File: src/rtl/core/lefe_pkg.sv
// ----------------------------------------------------------------------------
// lefe_pkg
// shared types, codes and constants of the led effect frame engine
// ----------------------------------------------------------------------------
package lefe_pkg;

   // default strip length
   localparam int PIXEL_COUNT_DEF = 16;

   // configuration port
   localparam int CSR_INDEX_W = 2;
   localparam int CSR_DATA_W  = 8;

   localparam logic [CSR_INDEX_W-1:0] CSR_BRIGHTNESS   = 2'd0;
   localparam logic [CSR_INDEX_W-1:0] CSR_EFFECT_KEY   = 2'd1;
   localparam logic [CSR_INDEX_W-1:0] CSR_SPEED_KEY    = 2'd2;
   localparam logic [CSR_INDEX_W-1:0] CSR_STATUS_SHOW  = 2'd3;

   // event codes
   localparam logic [2:0] CMD_TICK     = 3'd0;
   localparam logic [2:0] CMD_KEY      = 3'd1;
   localparam logic [2:0] CMD_LAYER    = 3'd2;
   localparam logic [2:0] CMD_BATTERY  = 3'd3;
   localparam logic [2:0] CMD_ACTIVITY = 3'd4;

   // effect modes
   localparam logic [1:0] EFFECT_PLAIN  = 2'd0;
   localparam logic [1:0] EFFECT_COLUMN = 2'd1;
   localparam logic [1:0] EFFECT_ROW    = 2'd2;
   localparam logic [1:0] EFFECT_DIAG   = 2'd3;

   // reset values
   localparam logic [6:0] BRIGHTNESS_RST  = 7'd30;
   localparam logic [7:0] EFFECT_KEY_RST  = 8'h6A;
   localparam logic [7:0] SPEED_KEY_RST   = 8'h6B;
   localparam logic [6:0] STATUS_SHOW_RST = 7'd66;
   localparam logic [1:0] EFFECT_RST      = EFFECT_ROW;
   localparam logic [1:0] SPEED_RST       = 2'd1;
   localparam logic [6:0] CHARGE_RST      = 7'd100;

   // animation constants
   localparam int         HUE_SECTOR_SPAN = 43;
   localparam logic [7:0] COL_STEP        = 8'd30;
   localparam logic [7:0] ROW_STEP        = 8'd25;
   localparam logic [7:0] DIAG_STEP       = 8'd20;
   localparam logic [4:0] BLINK_PERIOD    = 5'd30;
   localparam logic [4:0] BLINK_ON        = 5'd15;
   localparam logic [7:0] LAYER_MAGENTA_B = 8'hA0;
   localparam logic [7:0] LAYER_AMBER_G   = 8'hC0;

   // divide by one hundred as multiply and shift, exact below 43690
   localparam int          PROD_W       = 15;
   localparam int          DIV100_SHIFT = 19;
   localparam int          QPROD_W      = 28;
   localparam logic [12:0] DIV100_MUL   = 13'd5243;

   typedef enum logic {
      ST_IDLE,
      ST_FRAME
   } lefe_state_type;

   typedef struct packed {
      logic [2:0] cmd;
      logic [7:0] keycode;
      logic       key_pressed;
      logic [7:0] layer_number;
      logic [6:0] battery_percent;
      logic       active_flag;
   } lefe_req_type;

   typedef struct packed {
      logic [3:0] pixel_index;
      logic [7:0] red;
      logic [7:0] green;
      logic [7:0] blue;
      logic       last_pixel;
   } lefe_rsp_type;

   // controller to datapath
   typedef struct packed {
      logic accept;
      logic issue;
   } lefe_cmd_type;

   // datapath to controller
   typedef struct packed {
      logic tick_req;
      logic advance;
      logic at_last;
   } lefe_status_type;

   function automatic logic [2:0] hue_sector(input logic [7:0] h);
      logic [2:0] s;
      if (h < 8'(HUE_SECTOR_SPAN))          s = 3'd0;
      else if (h < 8'(2 * HUE_SECTOR_SPAN)) s = 3'd1;
      else if (h < 8'(3 * HUE_SECTOR_SPAN)) s = 3'd2;
      else if (h < 8'(4 * HUE_SECTOR_SPAN)) s = 3'd3;
      else if (h < 8'(5 * HUE_SECTOR_SPAN)) s = 3'd4;
      else                                  s = 3'd5;
      return s;
   endfunction

   function automatic logic [7:0] sector_start(input logic [2:0] s);
      logic [7:0] b;
      case (s)
         3'd0: b = 8'd0;
         3'd1: b = 8'(HUE_SECTOR_SPAN);
         3'd2: b = 8'(2 * HUE_SECTOR_SPAN);
         3'd3: b = 8'(3 * HUE_SECTOR_SPAN);
         3'd4: b = 8'(4 * HUE_SECTOR_SPAN);
         default: b = 8'(5 * HUE_SECTOR_SPAN);
      endcase
      return b;
   endfunction

   // (255 * x) >> 8
   function automatic logic [7:0] mul255_hi(input logic [7:0] x);
      logic [15:0] m;
      m = {x, 8'h00} - {8'h00, x};
      return m[15:8];
   endfunction

endpackage

File: src/rtl/core/lefe_ctrl.sv
// ----------------------------------------------------------------------------
// lefe_ctrl
// sequencer: takes items, walks the pixels of a frame tick
// ----------------------------------------------------------------------------
module lefe_ctrl
   import lefe_pkg::*;
(
   input  logic            clock,
   input  logic            reset,
   input  logic            req_valid,
   output logic            req_stall,
   input  lefe_status_type status,
   output lefe_cmd_type    cmd
);

   lefe_state_type state_ff, state_in;

   always_comb begin
      state_in = state_ff;
      case (state_ff)
         ST_IDLE: begin
            if (req_valid && status.tick_req) state_in = ST_FRAME;
         end
         ST_FRAME: begin
            if (status.advance && status.at_last) state_in = ST_IDLE;
         end
         default: state_in = ST_IDLE;
      endcase
   end

   always_comb begin
      req_stall  = 1'b1;
      cmd.accept = 1'b0;
      cmd.issue  = 1'b0;
      case (state_ff)
         ST_IDLE: begin
            req_stall  = 1'b0;
            cmd.accept = req_valid;
         end
         ST_FRAME: begin
            cmd.issue = status.advance;
         end
         default: ;
      endcase
   end

   always_ff @(posedge clock) begin
      if (reset) state_ff <= ST_IDLE;
      else       state_ff <= state_in;
   end

endmodule

File: src/rtl/core/lefe_datapath.sv
// ----------------------------------------------------------------------------
// lefe_datapath
// effect state, config registers and the pixel color pipeline
// ----------------------------------------------------------------------------
module lefe_datapath
   import lefe_pkg::*;
#(
   parameter int PIXEL_COUNT = PIXEL_COUNT_DEF
) (
   input  logic                   clock,
   input  logic                   reset,
   input  lefe_req_type           req_data,
   input  logic                   csr_write_en,
   input  logic [CSR_INDEX_W-1:0] csr_index,
   input  logic [CSR_DATA_W-1:0]  csr_wdata,
   input  lefe_cmd_type           cmd,
   output lefe_status_type        status,
   input  logic                   rsp_stall,
   output logic                   rsp_valid,
   output lefe_rsp_type           rsp_data
);

   localparam int               IDX_W    = $clog2(PIXEL_COUNT);
   localparam logic [IDX_W-1:0] LAST_IDX = IDX_W'(PIXEL_COUNT - 1);

   typedef struct packed {
      logic [3:0] pixel_index;
      logic       last_pixel;
      logic       use_hue;
      logic [7:0] fix_r;
      logic [7:0] fix_g;
      logic [7:0] fix_b;
   } tag_type;

   // config registers
   logic [6:0] bright_ff, bright_in;
   logic [7:0] effect_key_ff, effect_key_in;
   logic [7:0] speed_key_ff, speed_key_in;
   logic [6:0] show_ff, show_in;

   // effect state
   logic [1:0]  effect_ff, effect_in;
   logic [1:0]  speed_ff, speed_in;
   logic        awake_ff, awake_in;
   logic [7:0]  layer_ff, layer_in;
   logic [6:0]  charge_ff, charge_in;
   logic [6:0]  countdown_ff, countdown_in;
   logic [31:0] frame_ff, frame_in;
   logic [4:0]  phase_ff, phase_in;

   // pixel walk
   logic [IDX_W-1:0] idx_ff, idx_in;
   logic [1:0]       col_ff, col_in;
   logic [IDX_W-1:0] row_ff, row_in;

   logic adv, at_last, frame_end, low_batt, layer_on;

   assign adv       = !rsp_valid || !rsp_stall;
   assign at_last   = (idx_ff == LAST_IDX);
   assign frame_end = cmd.issue && at_last;
   assign low_batt  = charge_ff inside {[7'd1:7'd9]};
   assign layer_on  = !low_batt && (countdown_ff != 7'd0);

   assign status.tick_req = (req_data.cmd == CMD_TICK);
   assign status.advance  = adv;
   assign status.at_last  = at_last;

   always_comb begin
      bright_in     = bright_ff;
      effect_key_in = effect_key_ff;
      speed_key_in  = speed_key_ff;
      show_in       = show_ff;
      if (csr_write_en) begin
         case (csr_index)
            CSR_BRIGHTNESS:  bright_in     = csr_wdata[6:0];
            CSR_EFFECT_KEY:  effect_key_in = csr_wdata;
            CSR_SPEED_KEY:   speed_key_in  = csr_wdata;
            CSR_STATUS_SHOW: show_in       = csr_wdata[6:0];
            default: ;
         endcase
      end
   end

   always_comb begin
      effect_in    = effect_ff;
      speed_in     = speed_ff;
      awake_in     = awake_ff;
      layer_in     = layer_ff;
      charge_in    = charge_ff;
      countdown_in = countdown_ff;
      frame_in     = frame_ff;
      phase_in     = phase_ff;
      if (cmd.accept) begin
         case (req_data.cmd)
            CMD_KEY: begin
               if (req_data.key_pressed) begin
                  if (req_data.keycode == effect_key_ff) effect_in = effect_ff + 2'd1;
                  if (req_data.keycode == speed_key_ff)
                     speed_in = (speed_ff >= 2'd3) ? 2'd1 : speed_ff + 2'd1;
               end
            end
            CMD_LAYER: begin
               layer_in     = req_data.layer_number;
               countdown_in = show_ff;
            end
            CMD_BATTERY: charge_in = req_data.battery_percent;
            CMD_ACTIVITY: begin
               awake_in = req_data.active_flag;
               if (req_data.active_flag) countdown_in = show_ff;
            end
            default: ;
         endcase
      end
      if (frame_end && awake_ff) begin
         frame_in = frame_ff + 32'd1;
         // blink phase follows the frame count mod 30, restarting when it wraps
         phase_in = (phase_ff == BLINK_PERIOD - 5'd1 || frame_ff == '1) ?
                    5'd0 : phase_ff + 5'd1;
         if (layer_on) countdown_in = countdown_ff - 7'd1;
      end
   end

   always_comb begin
      idx_in = idx_ff;
      col_in = col_ff;
      row_in = row_ff;
      if (cmd.accept || frame_end) begin
         idx_in = '0;
         col_in = 2'd0;
         row_in = '0;
      end else if (cmd.issue) begin
         idx_in = idx_ff + IDX_W'(1);
         if (col_ff == 2'd2) begin
            col_in = 2'd0;
            row_in = row_ff + IDX_W'(1);
         end else begin
            col_in = col_ff + 2'd1;
         end
      end
   end

   // stage 1: hue and the fixed color of the status light
   logic [7:0] base_hue, col8, row8;
   logic [7:0] s1_hue_in, s1_hue_ff;
   tag_type    s1_tag_in, s1_tag_ff;

   always_comb begin
      base_hue = frame_ff[7:0] * {6'd0, speed_ff};
      col8     = {6'd0, col_ff};
      row8     = 8'(row_ff);
      case (effect_ff)
         EFFECT_PLAIN:  s1_hue_in = base_hue;
         EFFECT_COLUMN: s1_hue_in = base_hue - col8 * COL_STEP;
         EFFECT_ROW:    s1_hue_in = base_hue - row8 * ROW_STEP;
         EFFECT_DIAG:   s1_hue_in = base_hue - (col8 + row8) * DIAG_STEP;
         default:       s1_hue_in = base_hue;
      endcase
      s1_tag_in.pixel_index = 4'(idx_ff);
      s1_tag_in.last_pixel  = at_last;
      s1_tag_in.use_hue     = awake_ff && !at_last;
      s1_tag_in.fix_r       = 8'h00;
      s1_tag_in.fix_g       = 8'h00;
      s1_tag_in.fix_b       = 8'h00;
      if (awake_ff && at_last) begin
         if (low_batt) begin
            if (phase_ff < BLINK_ON) s1_tag_in.fix_r = 8'hFF;
         end else if (layer_on) begin
            case (layer_ff)
               8'd0: begin
                  s1_tag_in.fix_r = 8'hFF;
                  s1_tag_in.fix_b = LAYER_MAGENTA_B;
               end
               8'd1: begin
                  s1_tag_in.fix_r = 8'hFF;
                  s1_tag_in.fix_g = LAYER_AMBER_G;
               end
               8'd2: s1_tag_in.fix_g = 8'hFF;
               default: begin
                  s1_tag_in.fix_r = 8'hFF;
                  s1_tag_in.fix_g = 8'hFF;
                  s1_tag_in.fix_b = 8'hFF;
               end
            endcase
         end
      end
   end

   // stage 2: sector and position inside it
   logic [2:0] s2_sector_in, s2_sector_ff;
   logic [7:0] s2_frac_in, s2_frac_ff;
   logic [7:0] s2_rem;
   tag_type    s2_tag_ff;

   always_comb begin
      s2_sector_in = hue_sector(s1_hue_ff);
      s2_rem       = s1_hue_ff - sector_start(s2_sector_in);
      s2_frac_in   = s2_rem * 8'd6;
   end

   // stage 3: first scaling of falling and rising ramps
   logic [2:0] s3_sector_ff;
   logic [7:0] s3_t1_in, s3_t1_ff, s3_t2_in, s3_t2_ff;
   tag_type    s3_tag_ff;

   assign s3_t1_in = mul255_hi(s2_frac_ff);
   assign s3_t2_in = mul255_hi(8'hFF - s2_frac_ff);

   // stage 4: ramps and channel select
   logic [7:0] fall, rise;
   logic [7:0] s4_r_in, s4_g_in, s4_b_in, s4_r_ff, s4_g_ff, s4_b_ff;
   tag_type    s4_tag_ff;

   always_comb begin
      fall = mul255_hi(8'hFF - s3_t1_ff);
      rise = mul255_hi(8'hFF - s3_t2_ff);
      case (s3_sector_ff)
         3'd0: begin s4_r_in = 8'hFF; s4_g_in = rise;  s4_b_in = 8'h00; end
         3'd1: begin s4_r_in = fall;  s4_g_in = 8'hFF; s4_b_in = 8'h00; end
         3'd2: begin s4_r_in = 8'h00; s4_g_in = 8'hFF; s4_b_in = rise;  end
         3'd3: begin s4_r_in = 8'h00; s4_g_in = fall;  s4_b_in = 8'hFF; end
         3'd4: begin s4_r_in = rise;  s4_g_in = 8'h00; s4_b_in = 8'hFF; end
         default: begin s4_r_in = 8'hFF; s4_g_in = 8'h00; s4_b_in = fall; end
      endcase
      if (!s3_tag_ff.use_hue) begin
         s4_r_in = s3_tag_ff.fix_r;
         s4_g_in = s3_tag_ff.fix_g;
         s4_b_in = s3_tag_ff.fix_b;
      end
   end

   // stage 5: channel times brightness
   logic [PROD_W-1:0] s5_r_in, s5_g_in, s5_b_in, s5_r_ff, s5_g_ff, s5_b_ff;
   tag_type           s5_tag_ff;

   assign s5_r_in = PROD_W'(s4_r_ff) * PROD_W'(bright_ff);
   assign s5_g_in = PROD_W'(s4_g_ff) * PROD_W'(bright_ff);
   assign s5_b_in = PROD_W'(s4_b_ff) * PROD_W'(bright_ff);

   // stage 6: divide by one hundred
   logic [QPROD_W-1:0]      qr, qg, qb;
   logic [QPROD_W-DIV100_SHIFT-1:0] s6_r_in, s6_g_in, s6_b_in, s6_r_ff, s6_g_ff, s6_b_ff;
   tag_type                 s6_tag_ff;

   always_comb begin
      qr      = QPROD_W'(s5_r_ff) * QPROD_W'(DIV100_MUL);
      qg      = QPROD_W'(s5_g_ff) * QPROD_W'(DIV100_MUL);
      qb      = QPROD_W'(s5_b_ff) * QPROD_W'(DIV100_MUL);
      s6_r_in = qr[QPROD_W-1:DIV100_SHIFT];
      s6_g_in = qg[QPROD_W-1:DIV100_SHIFT];
      s6_b_in = qb[QPROD_W-1:DIV100_SHIFT];
   end

   // output register with saturation
   logic         s1_valid_ff, s2_valid_ff, s3_valid_ff;
   logic         s4_valid_ff, s5_valid_ff, s6_valid_ff;
   logic         rsp_valid_ff, rsp_valid_in;
   lefe_rsp_type rsp_data_ff, rsp_data_in;

   always_comb begin
      rsp_valid_in = adv ? s6_valid_ff : rsp_valid_ff;
      rsp_data_in.pixel_index = s6_tag_ff.pixel_index;
      rsp_data_in.last_pixel  = s6_tag_ff.last_pixel;
      rsp_data_in.red   = (s6_r_ff > 9'd255) ? 8'hFF : s6_r_ff[7:0];
      rsp_data_in.green = (s6_g_ff > 9'd255) ? 8'hFF : s6_g_ff[7:0];
      rsp_data_in.blue  = (s6_b_ff > 9'd255) ? 8'hFF : s6_b_ff[7:0];
   end

   assign rsp_valid = rsp_valid_ff;
   assign rsp_data  = rsp_data_ff;

   always_ff @(posedge clock) begin
      if (reset) begin
         bright_ff     <= BRIGHTNESS_RST;
         effect_key_ff <= EFFECT_KEY_RST;
         speed_key_ff  <= SPEED_KEY_RST;
         show_ff       <= STATUS_SHOW_RST;
         effect_ff     <= EFFECT_RST;
         speed_ff      <= SPEED_RST;
         awake_ff      <= 1'b1;
         layer_ff      <= 8'd0;
         charge_ff     <= CHARGE_RST;
         countdown_ff  <= STATUS_SHOW_RST;
         frame_ff      <= 32'd0;
         phase_ff      <= 5'd0;
         idx_ff        <= '0;
         col_ff        <= 2'd0;
         row_ff        <= '0;
         s1_valid_ff   <= 1'b0;
         s2_valid_ff   <= 1'b0;
         s3_valid_ff   <= 1'b0;
         s4_valid_ff   <= 1'b0;
         s5_valid_ff   <= 1'b0;
         s6_valid_ff   <= 1'b0;
         rsp_valid_ff  <= 1'b0;
      end else begin
         bright_ff     <= bright_in;
         effect_key_ff <= effect_key_in;
         speed_key_ff  <= speed_key_in;
         show_ff       <= show_in;
         effect_ff     <= effect_in;
         speed_ff      <= speed_in;
         awake_ff      <= awake_in;
         layer_ff      <= layer_in;
         charge_ff     <= charge_in;
         countdown_ff  <= countdown_in;
         frame_ff      <= frame_in;
         phase_ff      <= phase_in;
         idx_ff        <= idx_in;
         col_ff        <= col_in;
         row_ff        <= row_in;
         rsp_valid_ff  <= rsp_valid_in;
         if (adv) begin
            s1_valid_ff <= cmd.issue;
            s2_valid_ff <= s1_valid_ff;
            s3_valid_ff <= s2_valid_ff;
            s4_valid_ff <= s3_valid_ff;
            s5_valid_ff <= s4_valid_ff;
            s6_valid_ff <= s5_valid_ff;
         end
      end
   end

   // payload stages, no reset
   always_ff @(posedge clock) begin
      if (adv) begin
         s1_hue_ff    <= s1_hue_in;
         s1_tag_ff    <= s1_tag_in;
         s2_sector_ff <= s2_sector_in;
         s2_frac_ff   <= s2_frac_in;
         s2_tag_ff    <= s1_tag_ff;
         s3_sector_ff <= s2_sector_ff;
         s3_t1_ff     <= s3_t1_in;
         s3_t2_ff     <= s3_t2_in;
         s3_tag_ff    <= s2_tag_ff;
         s4_r_ff      <= s4_r_in;
         s4_g_ff      <= s4_g_in;
         s4_b_ff      <= s4_b_in;
         s4_tag_ff    <= s3_tag_ff;
         s5_r_ff      <= s5_r_in;
         s5_g_ff      <= s5_g_in;
         s5_b_ff      <= s5_b_in;
         s5_tag_ff    <= s4_tag_ff;
         s6_r_ff      <= s6_r_in;
         s6_g_ff      <= s6_g_in;
         s6_b_ff      <= s6_b_in;
         s6_tag_ff    <= s5_tag_ff;
         rsp_data_ff  <= rsp_data_in;
      end
   end

endmodule

File: src/rtl/core/led_effect_frame_engine.sv
// ----------------------------------------------------------------------------
// led_effect_frame_engine
// event driven rainbow animation engine for a strip of color leds
// ----------------------------------------------------------------------------
// timing: a non-tick item is taken in the cycle it is presented; after a frame tick the first
//   pixel is issued, then passes through the stage registers into the output register
// throughput: one pixel per cycle while the output does not stall; a frame tick holds the
//   input while it is taken and while its PIXEL_COUNT pixels are issued, longer
//   while the output stalls; the next item is taken the cycle after that
// reset: synchronous, puts config and effect state at their defaults at once
// ----------------------------------------------------------------------------
module led_effect_frame_engine
   import lefe_pkg::*;
#(
   parameter int PIXEL_COUNT = PIXEL_COUNT_DEF
) (
   input  logic                   clock,
   input  logic                   reset,
   // event items
   input  logic                   req_valid,
   output logic                   req_stall,
   input  lefe_req_type           req_data,
   // pixel items
   output logic                   rsp_valid,
   input  logic                   rsp_stall,
   output lefe_rsp_type           rsp_data,
   // register writes
   input  logic                   csr_write_en,
   input  logic [CSR_INDEX_W-1:0] csr_index,
   input  logic [CSR_DATA_W-1:0]  csr_wdata
);

   // command and status between sequencer and datapath
   lefe_cmd_type    cmd;
   lefe_status_type status;

   // sequencer: idle takes an item, frame walks the pixels
   lefe_ctrl u_ctrl (
      .clock     (clock),
      .reset     (reset),
      .req_valid (req_valid),
      .req_stall (req_stall),
      .status    (status),
      .cmd       (cmd)
   );

   // state, config, hue to rgb pipeline, brightness scaling, output register
   lefe_datapath #(
      .PIXEL_COUNT (PIXEL_COUNT)
   ) u_datapath (
      .clock        (clock),
      .reset        (reset),
      .req_data     (req_data),
      .csr_write_en (csr_write_en),
      .csr_index    (csr_index),
      .csr_wdata    (csr_wdata),
      .cmd          (cmd),
      .status       (status),
      .rsp_stall    (rsp_stall),
      .rsp_valid    (rsp_valid),
      .rsp_data     (rsp_data)
   );

endmodule

File: config.mk
export PLATFORM = sky130hd
export DESIGN_NAME = led_effect_frame_engine
export DESIGN_NICKNAME = d
export VERILOG_FILES = /design/src/rtl/core/lefe_pkg.sv /design/src/rtl/core/lefe_ctrl.sv /design/src/rtl/core/lefe_datapath.sv /design/src/rtl/core/led_effect_frame_engine.sv
export SDC_FILE = /design/constraint.sdc
export NUM_CORES = 2
export LEC_CHECK = 0
export BUFFER_PORTS_ARGS = -buffer_cell sky130_fd_sc_hd__buf_2
export CAP_MARGIN = 20
export CORE_AREA = 2 2 283 285
export CTS_CLUSTER_DIAMETER = 30
export DETAILED_ROUTE_END_ITERATION = 16
export DIE_AREA = 0 0 285 287
export GPL_TIMING_DRIVEN = 1
export HOLD_SLACK_MARGIN = 0.1
export PLACE_DENSITY = 0.52
export REMOVE_ABC_BUFFERS = 1
export SYNTH_ARGS = -nofsm -noshare
export SYNTH_HDL_FRONTEND = slang
export SYNTH_HIERARCHICAL = 1
export SYNTH_SLANG_ARGS = --single-unit
File: constraint.sdc
create_clock -name clock -period 18.7 [get_ports clock]
set_input_delay 3.74 -clock clock [delete_from_list [all_inputs] [get_ports clock]]
set_output_delay 3.74 -clock clock [all_outputs]
set_load 0.01 [all_outputs]
==> results.yml <==
global_routing:
  track_usage: 0.147
  antenna_found_initial: 0
  grt_max_degree: 100
  grt_pass1_vias: 21100
  grt-ovfl-total: 0
  grt_pass1_wl_um: 100000
layout:
  seqCellArea_mm2: 0.00852
  multi_input_area_mm2: 0.0189
  fin_cells: 4095
  antenna_cells: 0
  final_cell_area_mm2: 0.0342
  nets: 3787
  fillCellCount: 7537
  fin_util: 0.435
  area_growth_pct: 15.4
  drive_gt1_frac: 0.0854
min_path:
  hp-start: "u_datapath/s5_tag_ff[29]"
  worstHoldEndpoint: "u_datapath/rsp_data_in[28]"
  min_path_type: "flip-flop to flip-flop"
  min_path_cells: 0
sta:
  fmax_mhz: 170
  fin_setup_tns_ns: 0
  finalWorstSetupSlack_ns: 12.81
  slew_headroom: 0.295
  min_period_ns: 5.89
  hold_violations: 0
  fin_crit_sh: 0.315
  setup_viol: 0
  holdWs_ns: 0.411
  drv_slew: 0
  grt_setup_unrepaired: "no"
  tightest_slew_ns: 1.06
  skew_ns: 0.0666
worst_setup_path:
  required_ns: 19.19
  slowest_stage: "and3_1"
  reg2reg_depth: 16
  regToRegStartpoint: "u_datapath/s5_b_ff[13]"
  timing.reg2reg.setup_slack_ns: 13.21
  reg2reg_to: "u_datapath/s6_b_ff[8]"
  cp_cell_sequence: "buf_2 > nand2_4 > and2_2 > and3_1 > nand4_1 > nor2_1 > and3_1 > and2_1 > nand4_1 > xor2_1 > nor2_1"
  start_kind: "input pin"
  crit_type: "input pin to flip-flop"
  critPathCaptureType: "flip-flop"
  path_max_fanout: 17
  cpPeakStageDelay_ns: 0.54
  arrival_ns: 6.37
placed_design:
  place_area_mm2: 0.0312
  io_buffers: 73
  gp_congestion: 0.826
  dp_cells: 3941
  hpwl_um: 45900
  pre_cts_slack_ns: 12.13
synthesis:
  synth_seq_area_share: 0.287
  muxShareOfSynthArea: 0.00578
  yosysTopAreaCell: "edfxtp_1"
  ys.flop_type: "edfxtp_1"
  synth_area_mm2: 0.0297
  synth.distinct_cells: 70
  synth_top_area_frac: 0.212
  synth_async_sr_flop_share: 0
  synthSimpleGateAreaFrac: 0.111
  synth_edf_count: 209
  synth_area_leaders: "edfxtp_1, fa_1, ha_1"
  synth_top_family_by_area: "adder cells"
  syn_inst: 2862
  yosys_warnings: 6
  synth_compound_area_frac: 0.0699
  syn_avg_cell_area_um2: 10.4
  synth_xor_xnor_area_share: 0.0478
  ys_ff_latch: 321
  synth_fa_ha_area_frac: 0.401
routing:
  via_per_inst: 4.78
  drc: 0
  wl_per_cell_um: 14.2
  drt-pass1-iter-count: 5
  ant_nets: 0
  drt-initial-drc-count: 852
  drt-total-wl_um: 58200
  num_vias: 19600
power_and_ir_drop:
  powerDensity_mw_per_mm2: 166
  total_power_mw: 5.67
  ir_worst_vdd_v: 0.000199
  p_leak_nw: 17.2
cts:
  h-tree-depth: 3
  clock_latency_ns: 0.64
  cts_made_buffers: 83
  cts_tree: "built"
  clockBufferDepth: 3
  cts-hold-fix-buffers: 0
  cts-resized-gates: 0
  post-cts-setup-buffers: 0
  clock-sinks: 321
  root_buffer: "clkbuf_16"
  clk_pin_slew_ns: 0.05
die:
  die_h_um: 287
  rows: 103
  start_util: 0.377
  design.core.area_mm2: 0.0786
  die-area_mm2: 0.0818
  io_pins: 74
  die_x_um: 285
job:
  maxCapViolations: 0
run_status:
  status: "complete, no violations"
==> power by group <==
group | leakage [nW] | internal, mW | switching, mW
Clock | 1.44 | 1.03 | 0.472
Sequential | 3.36 | 0.884 | 0.0582
Combinational | 12.4 | 1.47 | 1.76
Total | 17.2 | 3.38 | 2.29
==> layout by cell type (no fill, tap or decap), drive strengths merged, types with 15 or more instances in the layout <==
| master | synthesis | routed |
|---|---|---|
| buf | 9 | 82 |
| clkbuf | 44 | 94 |
| and3 | 16 | 16 |
| clkinv | 0 | 35 |
| nor3 | 25 | 25 |
| and2 | 81 | 81 |
| edfxtp | 209 | 209 |
| mux2i | 16 | 16 |
| a21oi | 99 | 99 |
| o21a | 20 | 20 |
| o21ai | 43 | 43 |
| nor2b | 20 | 20 |
| o21bai | 17 | 17 |
| xnor2 | 106 | 106 |
| inv | 548 | 552 |
| a211o | 15 | 15 |
| xor2 | 56 | 56 |
| nand3 | 52 | 52 |
| nand4 | 25 | 25 |
| nor2 | 141 | 141 |
| or2 | 29 | 29 |
| ha | 463 | 463 |
| fa | 305 | 305 |
| a21o | 35 | 35 |
| nand2 | 252 | 252 |
| dfxtp | 112 | 112 |
==> registers in the layout, summed over array words and instances (netlist names), 8 cells and up <==
name,flops
u_datapath/layer_ff,8
u_datapath/s1_hue_ff,8
u_datapath/rsp_data,29
u_datapath/s3_t1_ff,8
u_datapath/s2_tag_ff,11
u_datapath/s5_b_ff,15
u_datapath/effect_key_ff,8
u_datapath/s5_r_ff,15
u_datapath/s6_b_ff,9
u_datapath/s4_b_ff,8
u_datapath/frame_ff,32
u_datapath/s4_g_ff,8
u_datapath/s3_tag_ff,11
u_datapath/s6_r_ff,9
u_datapath/s1_tag_ff,11
u_datapath/s6_g_ff,9
u_datapath/s5_g_ff,15
u_datapath/s4_r_ff,8
u_datapath/speed_key_ff,8
==> cell families after synthesis <==
kind of cell             count (synthesis)
AO/OA/AOI/OAI                          307
XOR/XNOR                               162
adder cells (fa/ha/maj)                768
buffers and inverters                  601
flip-flops                             321
multiplexers                            17
AND/OR/NAND/NOR                        686
==> critical path, delay by kind of cell <==
family                    cells  cell delay, ns
xor gates and xnor gates      1            0.15
buffers and inverters         1            0.16
and+or+nand+nor               9            2.31
==> synth_stat cells (3+ instances only) <==
| library cell | n |
|---|---|
| a221oi_1 | 3 |
| nor2_1 | 141 |
| or2_2 | 29 |
| xor2_1 | 56 |
| or4_1 | 3 |
| nand3_1 | 52 |
| nor3b_1 | 3 |
| nor2b_1 | 20 |
| and3_1 | 16 |
| nor3_1 | 24 |
| fa_1 | 305 |
| ha_1 | 463 |
| o21ai_0 | 42 |
| o41a_1 | 3 |
| o21bai_1 | 17 |
| inv_1 | 548 |
| a21oi_1 | 98 |
| a31oi_1 | 11 |
| mux2i_1 | 16 |
| o211ai_1 | 6 |
| and2_1 | 80 |
| nand4_1 | 25 |
| o221ai_1 | 7 |
| o21a_1 | 20 |
| nand3b_1 | 12 |
| a222oi_1 | 5 |
| o41ai_1 | 3 |
| clkbuf_1 | 44 |
| a211o_1 | 15 |
| a2111oi_0 | 3 |
| buf_1 | 6 |
| nand2_1 | 251 |
| a21o_1 | 35 |
| nor4_1 | 6 |
| dfxtp_1 | 112 |
| xnor2_1 | 106 |
| or3_1 | 8 |
| nand2b_1 | 6 |
| o22ai_1 | 8 |
| edfxtp_1 | 209 |
| o2111ai_1 | 7 |
==> layer usage <==
metal	vias to the layer above	track usage	share of wire
met5	-	0	0
li1	9663	-	-
met2	276	0.251	0.48
met3	107	0.0269	0.037
met4	0	0.0541	0.027
met1	9529	0.186	0.45
==> final cells by class <==
type,instances,area share
clock buffer,94,0.0631
sequential,321,0.249
tap,1050,0.0384
inverter,548,0.0601
clock inverter,60,0.0251
multi-input combinational,1940,0.552
timing repair buffer,82,0.0127
==> worst max-delay path by stage <==
stage          cells after the start                       to      start  slack, ns
2_1_floorplan                      8  u_datapath/frame_ff[29]  rsp_stall       7.80
3_3_place_gp                      11  u_datapath/frame_ff[30]  rsp_stall      12.20
3_5_place_dp                      11  u_datapath/frame_ff[30]  rsp_stall      12.13
4_1_cts                           11  u_datapath/frame_ff[30]  rsp_stall      12.81
5_1_grt                           11  u_datapath/frame_ff[28]  rsp_stall      12.52
6_report                          11  u_datapath/frame_ff[30]  rsp_stall      12.81
(Power assumes the default switching activity.)
